## src/bp2rgb_queue.sv

```systemverilog
module bp2rgb_queue #(
   parameter int WIDTH = 8
) (
   input  logic             clock,
   input  logic             reset,
   input  logic             push,
   input  logic [WIDTH-1:0] push_data,
   input  logic             pop,
   output logic             head_valid,
   output logic [WIDTH-1:0] head_data,
   output logic             full
);

   // two-entry ring
   logic [WIDTH-1:0] entry_ff [2];
   logic             wr_ptr_ff, wr_ptr_in;
   logic             rd_ptr_ff, rd_ptr_in;
   logic [1:0]       count_ff, count_in;

   always_comb begin
      wr_ptr_in = push ? ~wr_ptr_ff : wr_ptr_ff;
      rd_ptr_in = pop ? ~rd_ptr_ff : rd_ptr_ff;
      count_in  = count_ff;
      if (push && !pop) begin
         count_in = count_ff + 2'd1;
      end else if (pop && !push) begin
         count_in = count_ff - 2'd1;
      end
   end

   always_ff @(posedge clock) begin
      if (reset) begin
         wr_ptr_ff <= 1'b0;
         rd_ptr_ff <= 1'b0;
         count_ff  <= 2'd0;
      end else begin
         wr_ptr_ff <= wr_ptr_in;
         rd_ptr_ff <= rd_ptr_in;
         count_ff  <= count_in;
      end
   end

   always_ff @(posedge clock) begin
      if (push) begin
         entry_ff[wr_ptr_ff] <= push_data;
      end
   end

   assign head_valid = (count_ff != 2'd0);
   assign head_data  = entry_ff[rd_ptr_ff];
   assign full       = (count_ff == 2'd2);

   a_no_overflow: assert property (@(posedge clock) disable iff (reset)
      full |-> !push || pop)
      else $error("queue overflow");

   a_no_underflow: assert property (@(posedge clock) disable iff (reset)
      pop |-> head_valid)
      else $error("queue underflow");

   a_count_range: assert property (@(posedge clock) disable iff (reset)
      count_ff != 2'd3)
      else $error("queue count corrupt");

endmodule

```

## config.mk

```make
export PLATFORM = sky130hd
export DESIGN_NAME = bp2rgb_queue
export DESIGN_NICKNAME = d
export VERILOG_FILES = /design/src/bp2rgb_queue.sv
export SDC_FILE = /design/constraint.sdc
export NUM_CORES = 1
export LEC_CHECK = 0
export BUFFER_PORTS_ARGS = -buffer_cell sky130_fd_sc_hd__buf_4
export CORE_MARGIN = 4
export CORE_UTILIZATION = 44
export DETAILED_ROUTE_END_ITERATION = 8
export PLACE_DENSITY_LB_ADDON = 0.05
export SLEW_MARGIN = 20
export SYNTH_ARGS = -nofsm -noshare
export SYNTH_HDL_FRONTEND = slang
export SYNTH_SLANG_ARGS = --single-unit
```

## constraint.sdc

```tcl
create_clock -name clock -period 1.1 [get_ports clock]
set_input_delay 0 -clock clock [delete_from_list [all_inputs] [get_ports clock]]
set_output_delay 0 -clock clock [all_outputs]
set_load 0.02 [all_outputs]
```

==> results of run 1 <==
## state kept, by name, summed over array words and instances, names as in the netlist, named ones only
name / count
entry_ff: 16
count_ff: 2
rd_ptr_ff: 1
wr_ptr_ff: 1
## logic make-up (layout without fill, tap and decap cells)
logic type | count (synthesis) | in the layout | share of synthesized area
simple gates | 9 | 9 | 0.0621
compound gates | 2 | 2 | 0.0127
flops | 21 | 21 | 0.739
buf+inv | 2 | 44 | 0.0111
mux | 8 | 8 | 0.115
xor+xnor | 4 | 4 | 0.0446
fa+ha+maj | 1 | 1 | 0.0159
## power groups by stage
stage / sequential, mW / clock, mW / combinational (mW)
finish: 0.947 / 0.354 / 0.437
global route: 0.955 / 0.402 / 0.468
CTS: 0.945 / 0.360 / 0.413
detailed placement: 0.959 / 0 / 0.328
global placement: 0.955 / 0 / 0.323
floorplan: 0.951 / 0 / 0.180
## layout by cell type (no fill, tap or decap), types with 2 or more instances in the layout
master | synthesis | routed
edfxtp_1 | 16 | 16
clkbuf_4 | 0 | 3
nor2_1 | 4 | 4
dfxtp_2 | 0 | 2
buf_4 | 0 | 17
buf_6 | 0 | 11
dlygate4sd3_1 | 0 | 11
dfxtp_1 | 5 | 2
mux2_4 | 0 | 8
xnor2_1 | 2 | 2
xor2_1 | 2 | 2
## worst reg2reg max path: cells and delay by family (launching register included)
kind             cells  cell delay [ps]
AND/OR/NAND/NOR      1              330
AO/OA/AOI/OAI        1              130
XOR/XNOR             1              160
flip-flops           1              370
## area by class of cell
cell class / count / area (µm²) / area share
Inverter: 1 / 3.75 / 0.00302
Tap cell: 25 / 31.3 / 0.0252
Clock buffer: 4 / 26.3 / 0.0211
Timing Repair Buffer: 39 / 362 / 0.291
Sequential cell: 21 / 587 / 0.472
Multi-Input combinational cell: 24 / 233 / 0.187
## per-layer routing
layer	global-route usage	wire length (µm)
met3	0.0267	48
met5	0	0
met4	0.0415	0
met1	0.128	557
met2	0.248	808
## worst max path at each step
stage                     startpoint             end  slack [ps]  cells past startpoint
after detailed placement        push     count_ff[1]          70                      4
after global placement          push     count_ff[1]         110                      4
after global routing            flop    head_data[1]        -180                      3
after floorplan            wr_ptr_ff  entry_ff[0][0]          10                      1
after CTS                       flop    head_data[4]        -140                      3
final                           flop    head_data[4]        -130                      3
## metrics by stage
step | worst slack (ps) | TNS, ps | hold slack (ps)
2_1_floorplan | 12.3 | 0 | 69.1
3_3_place_gp | 112 | 0 | 185
3_5_place_dp | 72.9 | 0 | 188
4_1_cts | -138 | -979 | 157
5_1_grt | -184 | -1350 | 184
6_report | -135 | -962 | 154
## repair_timing
item                                    4_1_cts  5_1_grt
hold buffers                                 11        0
gates resized for setup                      19        6
endpoints found under the setup margin        8       11
hold endpoints to repair                     21        0
pin swaps                                     0        0
buffers inserted                              0        1
## cell usage after synthesis, types with 2 or more instances
master and instances:
edfxtp_1 16, mux2_2 8, xor2_1 2, dfxtp_1 5
nor2_1 4, xnor2_1 2
==> reports/results.tsv, run 1 <==
stage	metric	value	unit
status	status	complete, but fails checks	
status	violations	negative setup slack	
power_and_ir_drop	internal-power	1.32	mW
setup_path	cp_slowest_cell	dfxtp_2	
logic_synthesis	synth-seq-cells	21	
setup_path	cp_cell_sequence	buf_6, mux2_4, buf_6	
power_and_ir_drop	leakagePower	0.520	nW
logic_synthesis	synth-edff-count	16	
floorplan	dieArea	2530	µm²
logic_synthesis	syn_inst	47	
route	first_iter_violations	4	
sta	max_slew_margin	0.869	
sta	slew_viol_final	0	
hold_path	whs_endpoint	count_ff[0]	
setup_path	crit_path_end_kind	output pin	
logic_synthesis	synth_top_area_cell	edfxtp_1	
logic_synthesis	netlist_area	786	µm²
global_route	grt_overflow	0	
sta	rsz0062_at_grt	true	
setup_path	worstPathArrival	1230	ps
logic_synthesis	syn-num-nets	60	
setup_path	critPathTopFamily	flip-flops	
setup_path	reg2regPathDepth	3	
final_layout	finalNetCount	103	
setup_path	worst-path-buf-inv	2	
global_route	first_global_vias	555	
setup_path	worstPathMaxFanout	5	
clock_network	cts_max_path_buffers	2	
setup_path	cp-start-kind	flop	
sta	worst_slew_pin_slew	195	ps
clock_network	clock-sinks	21	
global_route	grt_pass1_wl	2360	µm
sta	finalSetupViolations	8	
power_and_ir_drop	powerDensity	1400	nW/µm²
sta	fmax	0.810	GHz
clock_network	cts-root-buf	clkbuf_4	
floorplan	rows	15	
clock_network	cts_tree	done	
logic_synthesis	synth_area_per_cell	16.7	µm²
hold_path	hold_start	push	
route	vias_per_cell	4.54	
placement	dp_hpwl	967	µm
placement	gp_congestion	0.651	
floorplan	die_y	50.3	µm
sta	period_share	1.12	
logic_synthesis	async_reset_ff_frac	0	
route	wl	1410	µm
logic_synthesis	yosysSeqAreaShare	0.739	
setup_path	regToRegSetupSlack	50	ps
setup_path	max_stage_delay	370	ps
placement	port_buffers	21	
hold_path	hp-class	in -> reg	
power_and_ir_drop	finalPower	1.74	mW
clock_network	clk_latency	290	ps
clock_network	cts_buffers	3	
final_layout	fin_area	1240	µm²
floorplan	num_io_pins	22	
global_route	grt_max_degree	12	
global_route	antenna_found_initial	0	
final_layout	layout-drive-gt1-share	0.506	
global_route	grt_use_total	0.126	
sta	fin_crit	1230	ps
sta	fin_ws	-135	ps
logic_synthesis	synth_top_area_frac	0.611	
power_and_ir_drop	clock_power_share	0.204	
final_layout	post-route-util	0.727	
setup_path	crit_type	reg -> out	
setup_path	cp.required	1100	ps
sta	hold_viol_final	0	
setup_path	reg2reg_to	count_ff[1]	
power_and_ir_drop	switchingPower	0.418	mW
final_layout	n_antenna_cell	0	
final_layout	n_fill_cell	115	
setup_path	r2r_start	count_ff[0]	
clock_network	htree_num_levels	1	
final_layout	final_cells	114	
power_and_ir_drop	sw_frac_of_total	0.241	
job	maxCapViolCount	0	
placement	place_area	1010	µm²
power_and_ir_drop	peakVddDrop	0.866	mV
route	drt-pass1-iter-count	4	
route	final_antenna_net_count	0	
power_and_ir_drop	seqPwrFrac	0.545	
route	drc	0	
power_and_ir_drop	combPwrFrac	0.251	
floorplan	core	1710	µm²
clock_network	clk_pin_slew	110	ps
logic_synthesis	ys_types	16	
placement	dpl.cell_count	98	
floorplan	initial_core_util	0.460	
route	vias	517	
hold_path	worstHoldPathCells	4	
logic_synthesis	yosys_warnings	0	
route	wl_per_cell	12.4	µm
sta	finClkSkew	2.93	ps
floorplan	die_w	50.3	µm
logic_synthesis	synthFlopType	edfxtp_1	
setup_path	crit_top_cell	buf_6	
logic_synthesis	synth_area_leaders	edfxtp_1 (61%), dfxtp_1 (13%), mux2_2 (11%)	
final_layout	area_delta_synth_final	58.1	%
No activity file was read; power rests on OpenSTA's default activity.
==> run 2: changes to the inputs <==
CTS_BUF_LIST = sky130_fd_sc_hd__clkbuf_4 sky130_fd_sc_hd__clkbuf_8 sky130_fd_sc_hd__clkbuf_16   (was default)
PLACE_DENSITY = 0.74   (was default)
PLACE_DENSITY_LB_ADDON = default   (was 0.05)
TNS_END_PERCENT = 30   (was default)
==> run 2 against run 1 <==
Effect of this change:
- the run still ends with negative setup slack left
- sequential power barely moved
- cell area down 2.3%
- clock power is 5% higher
- critical endpoint is now head_data[2]
- non-clock buffer count decreased by 4
- sequential cell count unchanged
- clock-buffer cell count did not move
==> reports/results.tsv, run 2 (same netlist as run 1, synthesis figures left out) <==
stage	metric	value	unit	change
placement	dp_hpwl	952	µm	-1.6%
final_layout	layout-drive-gt1-share	0.494		-0.0115
sta	hold_viol_final	0		unchanged
setup_path	worstPathArrival	1230	ps	about the same
sta	period_share	1.12		-0.00386
floorplan	rows	15		unchanged
final_layout	n_antenna_cell	0		unchanged
sta	fin_ws	-130	ps	+4.24 ps
final_layout	final_cell_mix	edfxtp_1 (16), buf_4 (14), dlygate4sd3_1 (11), buf_6 (9), mux2_4 (8)		
global_route	grt_pass1_wl	2590	µm	+9.7%
setup_path	crit_path_end_kind	output pin		
route	vias	498		-3.7%
clock_network	cts-root-buf	clkbuf_4		
global_route	grt_use_total	0.139		+0.0132
power_and_ir_drop	peakVddDrop	0.792	mV	-8.6%
sta	finClkSkew	2.52	ps	-0.403 ps
global_route	grt_max_degree	12		unchanged
placement	port_buffers	21		unchanged
clock_network	clock-sinks	21		unchanged
route	drt-pass1-iter-count	3		-1
final_layout	layout_commonest_cell	edfxtp_1		
global_route	grt_overflow	0		unchanged
floorplan	core	1710	µm²	unchanged
sta	worst_slew_pin_slew	217	ps	+22.0 ps
route	drc	0		unchanged
setup_path	max_stage_delay	350	ps	-20 ps
clock_network	cts_max_path_buffers	2		unchanged
final_layout	n_fill_cell	126		+9.6%
clock_network	clk_latency	290	ps	about the same
sta	finalSetupViolations	8		unchanged
setup_path	cp_slowest_cell	dfxtp_2		
sta	rsz0062_at_grt	true		
setup_path	cp-start-kind	flop		
power_and_ir_drop	powerDensity	1430	nW/µm²	+2.3%
sta	max_slew_margin	0.854		-0.0148
power_and_ir_drop	finalPower	1.74	mW	about the same
clock_network	post_cts.repair.setup_buffers	0		unchanged
status	status	complete, but fails checks		
clock_network	cts_buffers	3		unchanged
final_layout	area_delta_synth_final	54.5	%	
route	final_antenna_net_count	0		unchanged
final_layout	finalNetCount	99		-3.9%
route	wl	1500	µm	+6.4%
job	maxCapViolCount	0		unchanged
clock_network	clk_pin_slew	100	ps	about the same
floorplan	die_y	50.3	µm	unchanged
clock_network	htree_num_levels	1		unchanged
clock_network	cts_tree	done		
setup_path	reg2regPathDepth	3		unchanged
sta	slew_viol_final	0		unchanged
route	first_iter_violations	2		-2
floorplan	num_io_pins	22		unchanged
global_route	antenna_found_initial	0		unchanged
floorplan	die_w	50.3	µm	unchanged
setup_path	crit_type	reg -> out		
hold_path	hp-class	in -> reg		
setup_path	cp.required	1100	ps	about the same
sta	fin_crit	1230	ps	-4.24 ps
final_layout	largest_reg_flops	16		unchanged
hold_path	worstHoldPathCells	4		unchanged
route	wl_per_cell	13.7	µm	+10%
placement	gp_congestion	0.661		+1.5%
global_route	first_global_vias	581		+4.7%
sta	whs	175	ps	+20.9 ps
floorplan	dieArea	2530	µm²	unchanged
final_layout	top_register	entry_ff		
status	violations	negative setup slack		
setup_path	worstPathMaxFanout	8		+3
setup_path	cp_cell_sequence	buf_8, mux2_4, buf_6		
route	vias_per_cell	4.53		-0.17%
sta	fmax	0.813	GHz	+0.34%
power_and_ir_drop	leakagePower	0.502	nW	-3.3%
floorplan	initial_core_util	0.460		unchanged
final_layout	reg_top3	entry_ff: 16 flops, count_ff: 2 flops		
## run 2: power by group
| group | total [mW] | internal, mW | switching, mW |
|---|---|---|---|
| combinational | 0.418 | 0.243 | 0.175 |
| clock | 0.371 | 0.166 | 0.206 |
| sequential | 0.947 | 0.919 | 0.0284 |
| total | 1.74 | 1.33 | 0.409 |
## run 2: stage by stage
step                setup WS [ps]  instances  utilization  TNS (ps)  instance area (µm²)
floorplan                    12.3         47            -         0                  786
global placement              112         95        0.581         0                  992
detailed placement           76.9         95        0.581         0                  992
CTS                          -148        110        0.703     -1150                 1200
global route                 -188        110        0.711     -1470                 1210
finish                       -130        110        0.711      -991                 1210
## run 2: final timing paths
path                             startpoint           end  slack [ps]
worst min-delay path                   push   count_ff[0]         180
worst max-delay path                   flop  head_data[2]        -130
worst max register to register  count_ff[0]   count_ff[1]          70
worst min register to register  count_ff[1]   count_ff[1]         520
## run 2: worst max-delay path, delay by kind of cell, from the launching register on
kind / cells / cell delay, ps
flops: 1 / 350
mux: 1 / 320
buf+inv: 2 / 270
## run 2: layer usage
| layer | track usage | share of wire | routed length, µm |
|---|---|---|---|
| met2 | 0.261 | 0.58 | 867 |
| met1 | 0.143 | 0.38 | 571 |
| met5 | 0 | 0 | 0 |
| met3 | 0.0386 | 0.036 | 54 |
| met4 | 0.0553 | 0.0066 | 10 |
## run 2: what timing repair did
| action | in CTS | in global routing |
|---|---|---|
| endpoints found under the hold margin | 21 | 0 |
| setup endpoints to repair | 8 | 11 |
| hold buffers | 11 | 0 |
| pin swaps | 0 | 0 |
| resized for setup | 19 | 5 |
## run 2: layout make-up
type	count	area (µm²)	area share
inverters	1	3.75	0.00309
flip-flops and latches	21	584	0.481
well taps	25	31.3	0.0258
clock buffers	4	30.0	0.0247
multi-input cells	24	233	0.192
repair buffers	35	332	0.273
