File: src/bp2rgb_pkg.sv
package bp2rgb_pkg;

   // configuration port
   localparam int CSR_INDEX_W = 2;
   localparam int CSR_DATA_W  = 5;

   localparam logic [CSR_INDEX_W-1:0] REG_COLOUR_RULE = 2'd0;
   localparam logic [CSR_INDEX_W-1:0] REG_PLANES      = 2'd1;
   localparam logic [CSR_INDEX_W-1:0] REG_DEPTH       = 2'd2;

   localparam logic [4:0] PLANES_RESET = 5'd8;
   localparam logic [3:0] DEPTH_RESET  = 4'd1;
   localparam logic [3:0] DEPTH_MAX    = 4'd8;

   // item opcodes
   localparam logic OP_PLANE   = 1'b0;
   localparam logic OP_PALETTE = 1'b1;

   // colour rules
   localparam logic RULE_PALETTE = 1'b0;
   localparam logic RULE_DEPTH   = 1'b1;

   typedef struct packed {
      logic       opcode;
      logic [7:0] plane_byte;
      logic [7:0] entry_index;
      logic [7:0] entry_red;
      logic [7:0] entry_green;
      logic [7:0] entry_blue;
   } req_type;

   typedef struct packed {
      logic [7:0] red;
      logic [7:0] green;
      logic [7:0] blue;
      logic [2:0] pixel_slot;
      logic       last_pixel;
   } rsp_type;

   // palette write carried through the queue
   typedef struct packed {
      logic [7:0] index;
      logic [7:0] red;
      logic [7:0] green;
      logic [7:0] blue;
   } pal_wr_type;

   // settings seen by the back end, already clamped
   typedef struct packed {
      logic       colour_rule;
      logic [3:0] depth;
   } cfg_type;

endpackage

File: src/bp2rgb_front.sv
module bp2rgb_front #(
   parameter int MAX_PLANES = 24
) (
   input  logic                                  clock,
   input  logic                                  reset,
   input  logic                                  accept,
   input  bp2rgb_pkg::req_type                   req_data,
   input  logic [$clog2(MAX_PLANES+1)-1:0]       planes,
   output logic                                  push,
   output logic [8*MAX_PLANES+$bits(bp2rgb_pkg::pal_wr_type):0] push_data
);
   import bp2rgb_pkg::*;

   localparam int CW = $clog2(MAX_PLANES + 1);

   logic [7:0]          store_ff [MAX_PLANES];
   logic [CW-1:0]       cnt_ff, cnt_in;
   logic [CW-1:0]       idx;
   logic [CW-1:0]       next_cnt;
   logic                is_plane;
   logic                group_done;
   logic [7:0]          cur_byte;
   logic [MAX_PLANES-1:0] vals [8];
   logic [8*MAX_PLANES-1:0] vals_flat;
   pal_wr_type          pal_wr;

   always_comb begin
      is_plane   = (req_data.opcode == OP_PLANE);
      idx        = (cnt_ff >= CW'(MAX_PLANES)) ? '0 : cnt_ff;
      next_cnt   = idx + CW'(1);
      group_done = (next_cnt >= planes);

      cnt_in = cnt_ff;
      if (accept && is_plane) begin
         cnt_in = group_done ? '0 : next_cnt;
      end

      // transpose: bit p of pixel j is bit j of plane p, planes past the count read zero
      for (int j = 0; j < 8; j++) begin
         for (int p = 0; p < MAX_PLANES; p++) begin
            cur_byte   = (CW'(p) == idx) ? req_data.plane_byte : store_ff[p];
            vals[j][p] = (CW'(p) < planes) && cur_byte[j];
         end
         vals_flat[j*MAX_PLANES +: MAX_PLANES] = vals[j];
      end

      pal_wr.index = req_data.entry_index;
      pal_wr.red   = req_data.entry_red;
      pal_wr.green = req_data.entry_green;
      pal_wr.blue  = req_data.entry_blue;

      push      = accept && (!is_plane || group_done);
      push_data = {vals_flat, pal_wr, !is_plane};
   end

   always_ff @(posedge clock) begin
      if (reset) begin
         cnt_ff <= '0;
      end else begin
         cnt_ff <= cnt_in;
      end
   end

   always_ff @(posedge clock) begin
      for (int p = 0; p < MAX_PLANES; p++) begin
         if (accept && is_plane && CW'(p) == idx) begin
            store_ff[p] <= req_data.plane_byte;
         end
      end
   end

endmodule

File: config.mk
export PLATFORM = sky130hd
export DESIGN_NAME = bp2rgb_front
export DESIGN_NICKNAME = d
export VERILOG_FILES = /design/src/bp2rgb_pkg.sv /design/src/bp2rgb_front.sv
export SDC_FILE = /design/constraint.sdc
export NUM_CORES = 1
export LEC_CHECK = 0
export ABC_AREA = 0
export ABC_CLOCK_PERIOD_IN_PS = 4000
export BUFFER_PORTS_ARGS = -buffer_cell sky130_fd_sc_hd__buf_2
export CORE_MARGIN = 2
export CORE_UTILIZATION = 50
export DETAILED_ROUTE_END_ITERATION = 12
export PLACE_DENSITY = 0.77
export SETUP_SLACK_MARGIN = 0.05
export SYNTH_ARGS = -nofsm -noshare
export SYNTH_HDL_FRONTEND = slang
export SYNTH_SLANG_ARGS = --single-unit
export TNS_END_PERCENT = 30
File: constraint.sdc
create_clock -name clock -period 4 [get_ports clock]
set_clock_uncertainty 0.1 [all_clocks]
set_input_delay 1.2 -clock clock [delete_from_list [all_inputs] [get_ports clock]]
set_output_delay 1.2 -clock clock [all_outputs]
set_load 0.02 [all_outputs]
==> summary.md, run 1 <==
| Metric | Value |
|---|---|
| Outcome | completed |
| Worst r2r path cells | 4 |
| Most common cell in the netlist | edfxtp_1 |
| Reg2reg setup slack | 1.41 ns |
| Row cnt | 51 |
| Period utilization | 97.2% |
| Sw Ratio | 24.6% |
| DR vias/cell | 5.56 |
| Max_slew headroom | 33.7% |
| Syn-to-layout area delta | 18.5% |
| Final ANT Viol Nets | 0 |
| Sequential fraction of the synthesis area | 58.8% |
| Crit path cell chain | buf_2, buf_4, or2_1, and2_1, o21ai_2, a21oi_1, buf_2 |
| HP Class | flop to flop |
| Seq cells post-synth | 197 |
| Die span in x | 145 microns |
| Final Cell Area | 11,800 sq um |
| Final Hold Vio Count | 0 |
| Cell area after placement | 11,200 sq um |
| Pwr Density | 366 nW/um^2 |
| Post-Syn Nets | 944 |
| Syn avg cell area | 11.2 sq um |
| Unrepaired setup endpoints after global routing | yes |
| Worst-path clk slew | 0.07 ns |
| I/O pin cnt | 275 |
| Largest cells by area after synthesis | edfxtp_1 (58%), mux2i_1 (11%), nor2_1 (5.2%) |
| Max Cap Viol | 0 |
| Slowest CP cell | o21ai_2 |
| Nets | 1,126 |
| Worst-Margin Slew | 0.994 ns |
| GP Congestion | 0.833 |
| Reg power frac | 52.5% |
| Number of port buffers | 210 |
| Setup CP Type | primary input to output pin |
| Syn Inst Count | 890 |
| Fin Setup TNS | 0 ns |
| Crit path largest cell delay | 0.39 ns |
| Avg WL per Cell | 19.4 microns |
| CTS H-tree lvls | 4 |
| Die area | 21,100 sq um |
| Critical path peak fanout | 11 |
| Initial Utilization | 51.1% |
| Internal power component | 0.00326 W |
| Final setup fails | 0 |
| Startpoint Class | primary input |
| Setup ws final | 0.112 ns |
| Share of the synthesized area in the top cell type | 57.8% |
| Iter 0 DRT Violations | 592 |
| Most common flop cell mapped by yosys | edfxtp_1 |
| Place WS | 0.0896 ns |
| Total clock buffers created by CTS | 17 |
| FFs w/ async S/R, synth | 0% |
| DRC viols | 0 |
| DP HPWL | 17.0 mm |
| TritonCTS clock tree | done |
| Worst-skew pair later-pin latency | 0.42 ns |
| WP data arrival | 2.59 ns |
| Peak VDD IR | 316 uV |
| RR Endpoint | store_ff[2][63]$_DFFE_PP_ |
| CP Capture Point | push_data[77] |
| Number of global-route vias before repair | 7,099 |
| Buffer depth of the longest clock path | 2 |
| Top cells by count, synth | edfxtp_1 (192), nor2_1 (137), mux2i_1 (112) |
| Layout cells sized above 1 | 29.0% |
| Final Critical Period | 3.89 ns |
| Max Fclk | 257 MHz |
| Crit. End Element | output pin |
| Core area | 19,500 sq um |
| Reg-to-Reg Start | cnt_ff[3]$_SDFFE_PP0P_ |
| Routed WL | 26.2 mm |
| Yosys warns | 0 |
| Clk root buf | clkbuf_16 |
| Inst Count DP | 1,318 |
| Slew Limit Fails | 0 |
| Clock power frac | 36.4% |
| Post-Synthesis Cell Area | 9970 sq um |
| Pin count of the biggest net entering global routing | 49 |
| First-pass GRT wire length | 40.0 mm |
| Sw power | 0.00107 W |
| Origin of the worst setup path | planes[1] |
| Delay-heaviest family, CP | compound AO/OA/AOI/OAI gates |
| EDFF count, synth | 192 |
| Die Span Y | 145 microns |
| Pre-antenna DRT Iters | 7 |
| Cell taking the most area after synthesis | edfxtp_1 |
| Global route overflow | 0 |
| Via count | 7,495 |
| Synth unique cells | 51 |
| Layout Cells excl Fill | 1,349 |
| Worst Path Buf+Inv | 3 |
| Logic gate share of total power | 11.1% |
| Critical Path RT | 2.70 ns |
| Hold buffer count at cts | 0 |
| Fillers | 1,596 |
| WP depth | 7 |
| GRT Util Overall | 24.3% |
| Sink Count | 197 |
| Most numerous cell on the critical path | buf_2 |
| Initial antenna violation count | 3 |
| Leakage | 4.76 nW |
-- per-layer routing --
layer  track usage [%]  vias to the layer above  part of all wire [%]
met1              31.4                     3619                    41
li1                  -                     3490                     -
met5                 0                        -                 0.099
met3              4.69                       56                   7.3
met2              41.1                      326                    49
met4              8.28                        4                   2.0
-- worst min-delay path by stage --
| stage | start | endpoint | slack (ns) | depth (start not counted) |
|---|---|---|---|---|
| finish | cnt_ff[3]$_SDFFE_PP0P_ | cnt_ff[3]$_SDFFE_PP0P_ | 0.56 | 1 |
| global route | cnt_ff[3]$_SDFFE_PP0P_ | cnt_ff[3]$_SDFFE_PP0P_ | 0.57 | 1 |
| CTS | cnt_ff[3]$_SDFFE_PP0P_ | cnt_ff[3]$_SDFFE_PP0P_ | 0.53 | 1 |
| detailed placement | cnt_ff[3]$_SDFFE_PP0P_ | cnt_ff[3]$_SDFFE_PP0P_ | 0.52 | 1 |
| global placement | cnt_ff[3]$_SDFFE_PP0P_ | cnt_ff[3]$_SDFFE_PP0P_ | 0.50 | 1 |
| floorplan | cnt_ff[2]$_SDFFE_PP0P_ | cnt_ff[2]$_SDFFE_PP0P_ | 0.53 | 2 |
-- cells in the final DEF (no fill, tap or decap), types with 2 or more instances in the layout --
cell type | Yosys | routed
a21oi_2 | 1 | 2
mux2i_1 | 112 | 112
clkbuf_1 | 11 | 4
nand3_1 | 75 | 75
nand2b_1 | 3 | 3
buf_6 | 7 | 3
clkinv_2 | 0 | 3
inv_1 | 7 | 6
and3_1 | 5 | 5
nor2_1 | 137 | 136
clkbuf_16 | 0 | 17
clkinv_4 | 0 | 2
buf_4 | 42 | 43
ha_1 | 5 | 3
nor3b_4 | 0 | 3
dfxtp_1 | 5 | 4
a22o_1 | 5 | 5
buf_2 | 37 | 209
nor2b_1 | 11 | 9
a31oi_1 | 3 | 3
o21ai_0 | 2 | 2
nand2_1 | 104 | 104
and2_1 | 3 | 3
a21oi_1 | 88 | 87
o21ai_2 | 3 | 3
edfxtp_1 | 192 | 192
buf_12 | 0 | 7
nand4b_1 | 2 | 2
ha_4 | 0 | 2
-- stage by stage --
step | utilization, % | total power, W | hold slack (ns)
6_report | 60.5 | 0.00432 | 0.557
5_1_grt | 60.5 | 0.00445 | 0.570
4_1_cts | 60.4 | 0.00435 | 0.534
3_5_place_dp | 57.5 | 0.00279 | 0.518
3_3_place_gp | 57.5 | 0.00278 | 0.500
2_1_floorplan | - | 0.00262 | 0.532
-- flip-flops by register name, summed over array words and instances, names as in the netlist --
name	flops
store_ff	192
cnt_ff	5
-- worst register-to-register path: cells and delay by family, from the launching register on --
kind / cells / cell delay (ns)
and+or+nand+nor: 3 / 1.51
buffers and inverters: 1 / 0.23
DFF: 1 / 0.39
-- power groups by stage --
stage	clock [W]	combinational (W)	sequential (W)
after CTS	0.00160	0.000477	0.00227
after detailed placement	0	0.000473	0.00232
final	0.00157	0.000478	0.00227
after global routing	0.00167	0.000508	0.00227
after floorplan	0	0.000306	0.00232
after global placement	0	0.000468	0.00232
-- timing repair --
action | 4_1_cts | 5_1_grt
cloned | 0 | 0
gates resized for setup | 6 | 7
pin swaps | 3 | 2
buffers inserted | 1 | 0
setup endpoints to repair | 1 | 4
-- area by class of cell --
type | instances | area (sq um) | share of cell area (%)
Inverter | 7 | 26.3 | 0.222
Clock buffer | 21 | 440 | 3.73
Tap cell | 265 | 332 | 2.81
Multi-Input combinational cell | 587 | 3520 | 29.8
Timing Repair Buffer | 262 | 1540 | 13.1
Clock inverter | 9 | 82.6 | 0.699
Antenna cell | 1 | 2.50 | 0.0212
Sequential cell | 197 | 5870 | 49.6
-- cells by family (layout without fill, tap and decap cells) --
logic type	Yosys count	after routing	synth area share, %
AO/OA/AOI/OAI	109	109	6.32
XOR/XNOR	2	2	0.176
adder cells (fa/ha/maj)	5	5	0.627
buffers and inverters	106	299	6.57
flip-flops	197	197	58.8
multiplexers	112	112	11.2
other	0	1	0
AND/OR/NAND/NOR	359	359	16.2
No activity file was read; power rests on OpenSTA's default activity.
==> run 2, diff against run 1 <==
- BUFFER_PORTS_ARGS: -buffer_cell sky130_fd_sc_hd__buf_2 -> -buffer_cell sky130_fd_sc_hd__buf_4
==> summary.md, run 2 (synthesized netlist as in run 1, its figures left out) <==
| Metric | Value |
|---|---|
| Die area | 21,100 sq um |
| Most flop-heavy register | store_ff |
| Largest registers | store_ff (192), cnt_ff (5) |
| Routed WL | 26.7 mm |
| N_diodes | 0 |
| Global route overflow | 0 |
| Setup CP Type | flop to output pin |
| Max reg flops | 192 |
| Period utilization | 98.4% |
| DRC viols | 0 |
| Place WS | 0.129 ns |
| Syn-to-layout area delta | 23.6% |
| Setup Buffers After CTS | 0 |
| Row cnt | 51 |
| Initial Utilization | 51.1% |
| Hold depth | 1 |
| Peak VDD IR | 302 uV |
| Commonest non-fill, non-tap cells in the layout | buf_4 (265), edfxtp_1 (192), nor2_1 (136), mux2i_1 (112), nand2_1 (104) |
| Most common cell after layout, fill and taps aside | buf_4 |
| Critical Path RT | 2.70 ns |
| Number of port buffers | 210 |
| Multi-input gate area | 3500 sq um |
| GRT Util Overall | 24.8% |
| Final ANT Viol Nets | 0 |
| Buffer depth of the longest clock path | 2 |
| TritonCTS clock tree | done |
| Worst-path clk slew | 0.07 ns |
| Die Span Y | 145 microns |
| Final Hold Vio Count | 0 |
| HP Class | flop to flop |
| Pin count of the biggest net entering global routing | 49 |
| DR top layer | met4 |
| Sink Count | 197 |
| Max Cap Viol | 0 |
| I/O pin cnt | 275 |
| Iter 0 DRT Violations | 594 |
| Critical path peak fanout | 2 |
| Via count | 7,474 |
| Worst-skew pair later-pin latency | 0.43 ns |
| Storage cell area | 5870 sq um |
| Final Critical Period | 3.93 ns |
| GP Congestion | 0.840 |
| Setup ws final | 0.0651 ns |
| Pre-antenna DRT Iters | 5 |
| Clk root buf | clkbuf_16 |
| Unrepaired setup endpoints after global routing | yes |
| Total clock buffers created by CTS | 17 |
| Nets | 1,133 |
| Max Fclk | 254 MHz |
| Number of global-route vias before repair | 7,139 |
| Die span in x | 145 microns |
| Wire length on met1 | 10.9 mm |
| Leakage | 4.88 nW |
| Startpoint Class | flop |
| Hold buffer count at cts | 0 |
| DP HPWL | 17.8 mm |
| Met3 routed WL | 2.03 mm |
| Met2 routed WL | 13.2 mm |
| Slew Limit Fails | 0 |
| Fin util | 63.1% |
| Outcome | completed |
| Initial antenna violation count | 0 |
| WP data arrival | 2.63 ns |
| Worst r2r path cells | 4 |
| Fillers | 1,602 |
| Crit. End Element | output pin |
| First-pass GRT wire length | 40.9 mm |
| Hold WS | 0.542 ns |
| Final setup fails | 0 |
| Layout cells sized above 1 | 29.6% |
| DR vias/cell | 5.51 |
| Pwr Density | 356 nW/um^2 |
| Worst-Margin Slew | 0.868 ns |
| Tot Pwr | 0.00439 W |
| Max_slew headroom | 42.2% |
| CTS H-tree lvls | 4 |
| Avg WL per Cell | 19.7 microns |
| Core area | 19,500 sq um |
run 2: cell type report:
cell class | count | share of cell area, %
inverters | 7 | 0.213
flip-flops and latches | 197 | 47.6
multi-input cells | 587 | 28.4
clock inverters | 13 | 0.873
clock buffers | 18 | 3.48
repair buffers | 269 | 16.7
well taps | 265 | 2.69
run 2: through the flow:
stage / area, sq um / TNS [ns] / std cells
global route: 12300 / -0.0399 / 1356
floorplan: 9970 / 0 / 890
CTS: 12300 / 0 / 1356
detailed placement: 11800 / 0 / 1325
global placement: 11800 / 0 / 1325
finish: 12300 / 0 / 1356
run 2: path summary, 6_finish.rpt:
kind                                from                         to  slack, ns
setup / recovery  cnt_ff[4]$_SDFFE_PP0P_                       push       0.07
hold / removal    cnt_ff[1]$_SDFFE_PP0P_     cnt_ff[1]$_SDFFE_PP0P_       0.54
setup reg to reg  cnt_ff[1]$_SDFFE_PP0P_  store_ff[2][61]$_DFFE_PP_       1.34
hold reg to reg   cnt_ff[1]$_SDFFE_PP0P_     cnt_ff[1]$_SDFFE_PP0P_       0.54
run 2: metal layers:
| metal | vias up | track usage [%] |
|---|---|---|
| met5 | - | 0 |
| met4 | 0 | 9.61 |
| met3 | 57 | 4.72 |
| met2 | 349 | 41.5 |
| met1 | 3559 | 32.0 |
| li1 | 3509 | - |
run 2: worst max-delay path: stages (launching register included):
cell and delay [ns]:
dfxtp_2 0.32, and2b_1 0.18, and4_1 0.20, ha_1 0.29
inv_2 0.05, ha_4 0.26, nand2_1 0.05, a311o_1 0.31
nor3b_2 0.17, buf_4 0.15, nor2b_2 0.11, buf_6 0.12
run 2: what timing repair did:
item                                    CTS  global route
gates cloned                              0             0
endpoints found under the setup margin    1             9
resized for setup                         5             1
pin swaps                                 1             0
run 2: power breakdown:
group,leakage [nW],internal (W),switching [W],total [W]
logic,2.85,0.000181,0.000341,0.000522
clock network,0.260,0.000852,0.000743,0.00160
registers,1.77,0.00227,0.00000300,0.00227
total,4.88,0.00330,0.00109,0.00439
